==> src/rtl/hrc_pkg.sv <==
// ----------------------------------------------------------------------------
// hrc_pkg
// shared types, action codes and constant-divisor helpers for the converter
// ----------------------------------------------------------------------------
package hrc_pkg;

    // action codes carried on s_tuser
    localparam logic [1:0] ACT_TO_HSV = 2'd0;
    localparam logic [1:0] ACT_TO_RGB = 2'd1;
    localparam logic [1:0] ACT_VIVID  = 2'd2;
    localparam logic [1:0] ACT_UNDEF  = 2'd3;

    localparam logic [10:0] HUE_WRAP  = 11'd360;
    localparam logic [7:0]  HUE_GREEN = 8'd120;
    localparam logic [7:0]  HUE_BLUE  = 8'd240;
    localparam logic [7:0]  FULL_SCALE = 8'd255;
    localparam logic [6:0]  SECTOR_DEG = 7'd60;

    // per-pixel side data that rides along the divider stages
    typedef struct packed {
        logic [1:0] act;
        logic [7:0] base;
        logic       neg;
        logic       dz;
        logic       mz;
        logic [7:0] vmax;
        logic [8:0] hin;
        logic [7:0] sin;
        logic [7:0] vin;
    } hrc_side_t;

    typedef struct packed {
        logic [8:0] hue;
        logic [7:0] sat;
        logic [7:0] val;
    } hrc_hsv_t;

    // action plus the finished hsv result, carried to the output
    typedef struct packed {
        logic [1:0] act;
        hrc_hsv_t   hsv;
    } hrc_carry_t;

    // floor(x / 255) for x up to 255*255
    function automatic logic [7:0] div255(input logic [15:0] x);
        logic [25:0] prod;
        prod = 26'({1'b0, x} + 17'd1) * 26'd257;
        return prod[23:16];
    endfunction

    // floor(x / 60) for x up to 255*60
    function automatic logic [7:0] div60(input logic [13:0] x);
        logic [28:0] prod;
        prod = 29'(x) * 29'd17477;
        return prod[27:20];
    endfunction

endpackage

==> src/rtl/hrc_div.sv <==
// ----------------------------------------------------------------------------
// hrc_div
// pipelined restoring divider, 16-bit dividend by 8-bit divisor, two quotient
// bits per stage; the dividend must stay below 256 times the divisor
// ----------------------------------------------------------------------------
module hrc_div (
    input  logic        clk,
    input  logic        en,
    input  logic [15:0] dvd,
    input  logic [7:0]  dvs,
    output logic [7:0]  quo
);

    localparam int NSTG = 4;

    logic [15:0] rem_reg [NSTG-1];
    logic [7:0]  dvs_reg [NSTG-1];
    logic [7:0]  quo_reg [NSTG];

    genvar k;
    generate
        for (k = 0; k < NSTG; k++)
        begin : g_stg
            localparam int SH = 7 - 2 * k;
            logic [15:0] rem_in;
            logic [7:0]  dvs_in;
            logic [7:0]  quo_in;
            logic [15:0] rem_mid;
            logic [15:0] rem_next;
            logic [7:0]  quo_next;
            logic [15:0] trial_hi;
            logic [15:0] trial_lo;

            if (k == 0)
            begin : g_first
                assign rem_in = dvd;
                assign dvs_in = dvs;
                assign quo_in = '0;
            end
            else
            begin : g_rest
                assign rem_in = rem_reg[k-1];
                assign dvs_in = dvs_reg[k-1];
                assign quo_in = quo_reg[k-1];
            end

            always_comb
            begin
                trial_hi = 16'(dvs_in) << SH;
                trial_lo = 16'(dvs_in) << (SH - 1);
                rem_mid  = rem_in;
                quo_next = quo_in;
                if (rem_in >= trial_hi)
                begin
                    rem_mid      = rem_in - trial_hi;
                    quo_next[SH] = 1'b1;
                end
                rem_next = rem_mid;
                if (rem_mid >= trial_lo)
                begin
                    rem_next         = rem_mid - trial_lo;
                    quo_next[SH - 1] = 1'b1;
                end
            end

            always_ff @(posedge clk)
            begin
                if (en)
                begin
                    quo_reg[k] <= quo_next;
                end
            end

            if (k < NSTG - 1)
            begin : g_fwd
                always_ff @(posedge clk)
                begin
                    if (en)
                    begin
                        rem_reg[k] <= rem_next;
                        dvs_reg[k] <= dvs_in;
                    end
                end
            end
        end
    endgenerate

    assign quo = quo_reg[NSTG-1];

endmodule

==> src/rtl/hsv_rgb_color_converter_top.sv <==
// ----------------------------------------------------------------------------
// hsv_rgb_color_converter_top
// rgb888 / hsv converter with a vivid brightness recolor mode
// ----------------------------------------------------------------------------
// One word per clock in and out while nothing stalls. Each word runs through
// a fixed 12-stage pipeline that holds the two pipelined dividers (hue and
// saturation, 4 stages each). The whole pipeline advances together: when
// the output word is held by m_tready low the pipeline freezes and s_tready
// drops, and with m_tready high a new word is taken every cycle. s_tuser
// picks the action: 0 rgb to hsv, 1 hsv to rgb, 2 vivid brightness (rgb in,
// saturation forced full, value scaled by brightness_level/255, rgb out).
// Fields an action does not produce come out zero; action code 3 gives an
// all-zero word. brightness_level resets to 255 and should only be written
// while no word is in flight.
module hsv_rgb_color_converter_top (
    input  logic        clk,
    input  logic        rst_n,
    // configuration: brightness_level
    input  logic        cfg_we,
    input  logic [7:0]  cfg_wdata,
    // input stream
    input  logic        s_tvalid,
    output logic        s_tready,
    input  logic [55:0] s_tdata,   // red_in, green_in, blue_in, hue_in, sat_in, val_in
    input  logic [1:0]  s_tuser,   // action
    // output stream
    output logic        m_tvalid,
    input  logic        m_tready,
    output logic [55:0] m_tdata    // hue_out, sat_out, val_out, red_out, green_out, blue_out
);

    localparam int NSTAGE = 12;
    localparam int NSIDE  = 4;

    logic [7:0]        bright_reg;
    logic [NSTAGE-1:0] vld_reg;
    logic              en;

    // global advance: move when the output slot is empty or being taken
    assign en       = !vld_reg[NSTAGE-1] || m_tready;
    assign s_tready = en;
    assign m_tvalid = vld_reg[NSTAGE-1];

    always_ff @(posedge clk or negedge rst_n)
    begin
        if (!rst_n)
        begin
            bright_reg <= hrc_pkg::FULL_SCALE;
        end
        else if (cfg_we)
        begin
            bright_reg <= cfg_wdata;
        end
    end

    always_ff @(posedge clk or negedge rst_n)
    begin
        if (!rst_n)
        begin
            vld_reg <= '0;
        end
        else if (en)
        begin
            vld_reg <= {vld_reg[NSTAGE-2:0], s_tvalid};
        end
    end

    // ---------------- stage 1: max, min, hue difference ----------------
    logic [7:0] in_r, in_g, in_b;
    logic [7:0] mx, mn, delta, pa, pb, mag;
    hrc_pkg::hrc_side_t side_next;

    assign in_r = s_tdata[7:0];
    assign in_g = s_tdata[15:8];
    assign in_b = s_tdata[23:16];

    always_comb
    begin
        mx = in_r;
        mn = in_r;
        if (in_g > mx) mx = in_g;
        if (in_b > mx) mx = in_b;
        if (in_g < mn) mn = in_g;
        if (in_b < mn) mn = in_b;
        delta = mx - mn;
        side_next.base = '0;
        // red wins ties, then green
        if (mx == in_r)
        begin
            pa = in_g;
            pb = in_b;
        end
        else if (mx == in_g)
        begin
            pa = in_b;
            pb = in_r;
            side_next.base = hrc_pkg::HUE_GREEN;
        end
        else
        begin
            pa = in_r;
            pb = in_g;
            side_next.base = hrc_pkg::HUE_BLUE;
        end
        side_next.neg  = pa < pb;
        mag            = side_next.neg ? (pb - pa) : (pa - pb);
        side_next.act  = s_tuser;
        side_next.dz   = delta == '0;
        side_next.mz   = mx == '0;
        side_next.vmax = mx;
        side_next.hin  = s_tdata[32:24];
        side_next.sin  = s_tdata[40:33];
        side_next.vin  = s_tdata[48:41];
    end

    hrc_pkg::hrc_side_t s1_side_reg;
    logic [15:0]        s1_hdvd_reg;
    logic [15:0]        s1_sdvd_reg;
    logic [7:0]         s1_delta_reg;

    always_ff @(posedge clk)
    begin
        if (en)
        begin
            s1_side_reg  <= side_next;
            s1_hdvd_reg  <= 16'(mag) * 16'd60;
            s1_sdvd_reg  <= 16'(delta) * 16'(hrc_pkg::FULL_SCALE);
            s1_delta_reg <= delta;
        end
    end

    // ---------------- stages 2..5: hue and saturation dividers ----------------
    logic [7:0] hquo, squo;

    hrc_div u_hdiv (
        .clk (clk),
        .en  (en),
        .dvd (s1_hdvd_reg),
        .dvs (s1_delta_reg),
        .quo (hquo)
    );

    hrc_div u_sdiv (
        .clk (clk),
        .en  (en),
        .dvd (s1_sdvd_reg),
        .dvs (s1_side_reg.vmax),
        .quo (squo)
    );

    hrc_pkg::hrc_side_t side_reg [NSIDE];

    always_ff @(posedge clk)
    begin
        if (en)
        begin
            side_reg[0] <= s1_side_reg;
            for (int i = 1; i < NSIDE; i++)
            begin
                side_reg[i] <= side_reg[i-1];
            end
        end
    end

    // ---------------- stage 6: hue wrap, saturation, value scale ----------------
    hrc_pkg::hrc_side_t sd;
    logic [10:0]        hsum;
    hrc_pkg::hrc_hsv_t  hsv_next;

    assign sd = side_reg[NSIDE-1];

    always_comb
    begin
        if (sd.neg)
            hsum = 11'(sd.base) + hrc_pkg::HUE_WRAP - 11'(hquo);
        else
            hsum = 11'(sd.base) + hrc_pkg::HUE_WRAP + 11'(hquo);
        if (hsum >= hrc_pkg::HUE_WRAP)
            hsum = hsum - hrc_pkg::HUE_WRAP;
        hsv_next.hue = sd.dz ? '0 : hsum[8:0];
        hsv_next.sat = sd.mz ? '0 : squo;
        hsv_next.val = sd.vmax;
    end

    logic [1:0]         s6_act_reg;
    hrc_pkg::hrc_hsv_t  s6_hsv_reg;
    hrc_pkg::hrc_hsv_t  s6_x_reg;
    logic [15:0]        s6_vprod_reg;

    always_ff @(posedge clk)
    begin
        if (en)
        begin
            s6_act_reg   <= sd.act;
            s6_hsv_reg   <= hsv_next;
            s6_x_reg     <= '{hue: sd.hin, sat: sd.sin, val: sd.vin};
            s6_vprod_reg <= 16'(sd.vmax) * 16'(bright_reg);
        end
    end

    // ---------------- stage 7: pick hsv source for the rgb half ----------------
    hrc_pkg::hrc_carry_t s7_carry_reg;
    hrc_pkg::hrc_hsv_t   s7_x_reg;

    always_ff @(posedge clk)
    begin
        if (en)
        begin
            s7_carry_reg.act <= s6_act_reg;
            s7_carry_reg.hsv <= (s6_act_reg == hrc_pkg::ACT_TO_HSV) ? s6_hsv_reg : '0;
            if (s6_act_reg == hrc_pkg::ACT_VIVID)
                s7_x_reg <= '{hue: s6_hsv_reg.hue, sat: hrc_pkg::FULL_SCALE,
                              val: hrc_pkg::div255(s6_vprod_reg)};
            else
                s7_x_reg <= s6_x_reg;
        end
    end

    // ---------------- stage 8: sector and remainder ----------------
    logic [7:0] sec_full;
    logic [9:0] sec_deg;

    assign sec_full = hrc_pkg::div60(14'(s7_x_reg.hue));
    assign sec_deg  = 10'(sec_full[3:0]) * 10'(hrc_pkg::SECTOR_DEG);

    hrc_pkg::hrc_carry_t s8_carry_reg;
    hrc_pkg::hrc_hsv_t   s8_x_reg;
    logic [3:0]          s8_sector_reg;
    logic [5:0]          s8_rem_reg;

    always_ff @(posedge clk)
    begin
        if (en)
        begin
            s8_carry_reg  <= s7_carry_reg;
            s8_x_reg      <= s7_x_reg;
            s8_sector_reg <= sec_full[3:0];
            s8_rem_reg    <= 6'(10'(s7_x_reg.hue) - sec_deg);
        end
    end

    // ---------------- stage 9: p, q, t products ----------------
    hrc_pkg::hrc_carry_t s9_carry_reg;
    logic [7:0]          s9_v_reg;
    logic                s9_szero_reg;
    logic [3:0]          s9_sector_reg;
    logic [13:0]         s9_sr_reg;
    logic [13:0]         s9_st_reg;
    logic [15:0]         s9_pnum_reg;

    always_ff @(posedge clk)
    begin
        if (en)
        begin
            s9_carry_reg  <= s8_carry_reg;
            s9_v_reg      <= s8_x_reg.val;
            s9_szero_reg  <= s8_x_reg.sat == '0;
            s9_sector_reg <= s8_sector_reg;
            s9_sr_reg     <= 14'(s8_x_reg.sat) * 14'(s8_rem_reg);
            s9_st_reg     <= 14'(s8_x_reg.sat)
                             * 14'(6'(hrc_pkg::SECTOR_DEG) - s8_rem_reg);
            s9_pnum_reg   <= 16'(s8_x_reg.val)
                             * 16'(hrc_pkg::FULL_SCALE - s8_x_reg.sat);
        end
    end

    // ---------------- stage 10: divide by 60 and by 255 ----------------
    hrc_pkg::hrc_carry_t s10_carry_reg;
    logic [7:0]          s10_v_reg;
    logic                s10_szero_reg;
    logic [3:0]          s10_sector_reg;
    logic [7:0]          s10_a_reg;
    logic [7:0]          s10_b_reg;
    logic [7:0]          s10_p_reg;

    always_ff @(posedge clk)
    begin
        if (en)
        begin
            s10_carry_reg  <= s9_carry_reg;
            s10_v_reg      <= s9_v_reg;
            s10_szero_reg  <= s9_szero_reg;
            s10_sector_reg <= s9_sector_reg;
            s10_a_reg      <= hrc_pkg::div60(s9_sr_reg);
            s10_b_reg      <= hrc_pkg::div60(s9_st_reg);
            s10_p_reg      <= hrc_pkg::div255(s9_pnum_reg);
        end
    end

    // ---------------- stage 11: q and t numerators ----------------
    hrc_pkg::hrc_carry_t s11_carry_reg;
    logic [7:0]          s11_v_reg;
    logic                s11_szero_reg;
    logic [3:0]          s11_sector_reg;
    logic [7:0]          s11_p_reg;
    logic [15:0]         s11_qn_reg;
    logic [15:0]         s11_tn_reg;

    always_ff @(posedge clk)
    begin
        if (en)
        begin
            s11_carry_reg  <= s10_carry_reg;
            s11_v_reg      <= s10_v_reg;
            s11_szero_reg  <= s10_szero_reg;
            s11_sector_reg <= s10_sector_reg;
            s11_p_reg      <= s10_p_reg;
            s11_qn_reg     <= 16'(s10_v_reg) * 16'(hrc_pkg::FULL_SCALE - s10_a_reg);
            s11_tn_reg     <= 16'(s10_v_reg) * 16'(hrc_pkg::FULL_SCALE - s10_b_reg);
        end
    end

    // ---------------- stage 12: sector mux into the output word ----------------
    logic [7:0] qv, tv, pv, vv;
    logic [7:0] r_next, g_next, b_next;

    assign qv = hrc_pkg::div255(s11_qn_reg);
    assign tv = hrc_pkg::div255(s11_tn_reg);
    assign pv = s11_p_reg;
    assign vv = s11_v_reg;

    always_comb
    begin
        if (s11_szero_reg)
        begin
            r_next = vv;
            g_next = vv;
            b_next = vv;
        end
        else
        begin
            case (s11_sector_reg)
                4'd0:
                begin
                    r_next = vv; g_next = tv; b_next = pv;
                end
                4'd1:
                begin
                    r_next = qv; g_next = vv; b_next = pv;
                end
                4'd2:
                begin
                    r_next = pv; g_next = vv; b_next = tv;
                end
                4'd3:
                begin
                    r_next = pv; g_next = qv; b_next = vv;
                end
                4'd4:
                begin
                    r_next = tv; g_next = pv; b_next = vv;
                end
                // sector five and any out-of-range hue
                default:
                begin
                    r_next = vv; g_next = pv; b_next = qv;
                end
            endcase
        end
        // rgb only for hsv to rgb and vivid
        if (s11_carry_reg.act != hrc_pkg::ACT_TO_RGB && s11_carry_reg.act != hrc_pkg::ACT_VIVID)
        begin
            r_next = '0;
            g_next = '0;
            b_next = '0;
        end
    end

    hrc_pkg::hrc_hsv_t out_hsv_reg;
    logic [7:0]        out_r_reg, out_g_reg, out_b_reg;

    always_ff @(posedge clk)
    begin
        if (en)
        begin
            out_hsv_reg <= s11_carry_reg.hsv;
            out_r_reg   <= r_next;
            out_g_reg   <= g_next;
            out_b_reg   <= b_next;
        end
    end

    assign m_tdata = {7'd0, out_b_reg, out_g_reg, out_r_reg,
                      out_hsv_reg.val, out_hsv_reg.sat, out_hsv_reg.hue};

endmodule

==> config.mk <==
export PLATFORM = sky130hd
export DESIGN_NAME = hsv_rgb_color_converter_top
export DESIGN_NICKNAME = d
export VERILOG_FILES = /design/src/rtl/hrc_pkg.sv /design/src/rtl/hrc_div.sv /design/src/rtl/hsv_rgb_color_converter_top.sv
export SDC_FILE = /design/constraint.sdc
export NUM_CORES = 2
export LEC_CHECK = 0
export BUFFER_PORTS_ARGS = -buffer_cell sky130_fd_sc_hd__buf_2
export CORE_ASPECT_RATIO = 1.2
export CORE_UTILIZATION = 50
export CTS_CLUSTER_DIAMETER = 80
export DETAILED_ROUTE_END_ITERATION = 6
export PLACE_DENSITY = 0.66
export SLEW_MARGIN = 20
export SYNTH_ARGS = -nofsm -noshare
export SYNTH_HDL_FRONTEND = slang
export SYNTH_SLANG_ARGS = --single-unit
export TNS_END_PERCENT = 10
==> constraint.sdc <==
create_clock -name clk -period 32.8 [get_ports clk]
set_input_delay 1.64 -clock clk [delete_from_list [all_inputs] [get_ports clk]]
set_output_delay 1.64 -clock clk [all_outputs]
set_load 0.02 [all_outputs]
==> run metrics <==
Worst Path Required=33.23 ns; root buf cell=clkbuf_16; Post-synth EDFFs=840; total track usage=19.3%; effective utilization at floorplan=50.4%; post-CTS sizing=0; total gr overflow=0; Post-Syn Instances=5,114; die height=380 um; routed via count=36,431; Core Area=118,000 um2; asr flop ratio synth=2.33%; vias in the first global route=37,488; Final Hold Vio Count=0; Syn. warnings=0; final WL=114,000 um; die area=121,000 um2; sequential area share after synthesis=43.2%; Worst path max stage delay=0.60 ns; drt wl/cell=16.6 um; clock network latency to the later pin of the worst-skew pair=0.72 ns; Mean Syn Cell Area=11.6 um2; Detailed Place HPWL=87,900 um; Worst-Margin Slew=1.05 ns; pin count of the biggest net entering global routing=184; Die W=317 um; Vias/cell=5.31; crit path DAT=12.61 ns; Core Rows=138; max_cap viols=0; RSZ-0062 raised after global routing=false; 1st-iter DRT viols=1,561; H-Tree Depth=3; crit path kind=in2reg; Layout Nets=6,380; count of input and output buffers=114; total clock sinks=860; Hold Buf Count CTS=0; Post-DRT Antenna Nets=0; Final setup violation count=0; CP Capture Type=register; min Tclk post-route=12.17 ns; Yosys reg bits=860; setup TNS=0 ns; main flop type after synthesis=edfxtp_1; first-pass GRT wire length=187,000 um; CP Max Fanout=51; GPL Wtd Cong=0.943; worst-case clock buffer depth=3; slowest CP cell=fa_1; most common cell after layout, fill and taps aside=edfxtp_1; area delta synth->final=8.94%; startpoint types=primary input; Residual DRC=0; share of layout cells above drive strength 1=7.31%; post-CTS setup buffers=0; Slew Limit Fails=0; Slew headroom=30.1%; I/O pin count=129; HP Class=reg2reg; Yosys cell types=97; initial antenna violation count=3; max reg flops=141; outcome=finished clean; Tcrit/Tclk final=37.1%; most frequent cells in the layout=edfxtp_1, ha_1, inv_1, fa_1, nand2_1; Max Clk Rate=82.2 MHz; Syn Std Cell Area=59,600 um2; DRT Pass-1 Iters=5; crit-path most repeated cell=a21oi_1; Worst-path clk slew=0.06 ns; Final Skew=0.0679 ns; Fill cells=10,050; CTS tree=done; CTS buffer count=89
## through the flow
stage	instances	area [um2]	setup WS [ns]	hold slack, ns	util [%]
2_1_floorplan	5120	59600	4.92	0.400	-
3_3_place_gp	6698	61900	19.94	0.400	52.4
3_5_place_dp	6698	61900	19.80	0.405	52.4
4_1_cts	6861	64900	20.52	0.374	54.9
5_1_grt	6861	64900	19.78	0.391	54.9
6_report	6862	64900	20.63	0.381	54.9
## synth_stat cells, drive strengths merged, types with 15 or more instances
cell	count	area [um2]
clkbuf	77	289
ha	750	9380
nand2	263	987
xnor2	213	1870
xor2	100	876
a21oi	242	1220
and2	144	901
nand4	39	259
o21ai	167	836
o21a	25	188
mux2	71	800
a21o	76	571
a221oi	21	190
edfxtp	840	25200
o21bai	53	398
nor3	28	140
fa	310	6210
nor4	17	106
a211o	17	149
nand2b	128	801
nand4b	16	140
mux2i	36	360
nor2b	169	1060
o22ai	15	93.8
and3	36	225
inv	736	2760
nor2	198	756
nand3	78	390
buf	21	123
o31ai	17	141
## path summary, 6_finish.rpt
path / cells after the start / endpoint / slack [ns] / from
worst max-delay path: 46 / s1_hdvd_reg[13] / 20.63 / s_tdata[5]
worst min-delay path: 0 / s10_v_reg[3] / 0.38 / s9_v_reg[3]
worst max register to register: 22 / u_sdiv.rem_reg[0][46] / 26.61 / u_sdiv.dvs_reg[0][9]
worst min register to register: 0 / s10_v_reg[3] / 0.38 / s9_v_reg[3]
max in group asynchronous: 1 / bright_reg[4] / 31.60 / rst_n
min in group asynchronous: 1 / vld_reg[11] / 0.86 / rst_n
## logic make-up after synthesis
kind of cell	Yosys count	share of synthesized area, %
AND/OR/NAND/NOR	1180	10.5
adder cells (fa/ha/maj)	1062	26.2
flip-flops	860	43.2
buffers and inverters	835	5.34
AO/OA/AOI/OAI	756	8.18
XOR/XNOR	313	4.60
multiplexers	107	1.95
other	1	0.00630
## metal layers
| metal | up-vias | global-route usage, % | part of all wire, % |
|---|---|---|---|
| met5 | - | 0 | 0.037 |
| met4 | 6 | 7.12 | 3.3 |
| met3 | 189 | 2.38 | 2.7 |
| met2 | 507 | 36.5 | 54 |
| met1 | 17707 | 21.8 | 40 |
| li1 | 18022 | - | - |
## worst max-delay path, delay by kind of cell
kind                     cells  cell delay (ns)
AND/OR/NAND/NOR              9             2.16
multiplexers                 1             0.28
buffers and inverters        5             1.00
adder cells (fa/ha/maj)      6             2.40
XOR/XNOR                     2             0.40
AO/OA/AOI/OAI               23             4.67
## cell type report
| type | count | area [um2] | share of cell area, % |
|---|---|---|---|
| Clock inverter | 63 | 728 | 1.12 |
| Timing Repair Buffer | 136 | 761 | 1.17 |
| Sequential cell | 860 | 25700 | 39.7 |
| Clock buffer | 100 | 2270 | 3.50 |
| Multi-Input combinational cell | 3425 | 30700 | 47.3 |
| Tap cell | 1540 | 1930 | 2.97 |
| Inverter | 737 | 2770 | 4.26 |
| Antenna cell | 1 | 2.50 | 0.00386 |
Power is not shown: default switching activity piles up to over one toggle a cycle in this logic, so the estimate is an artifact.
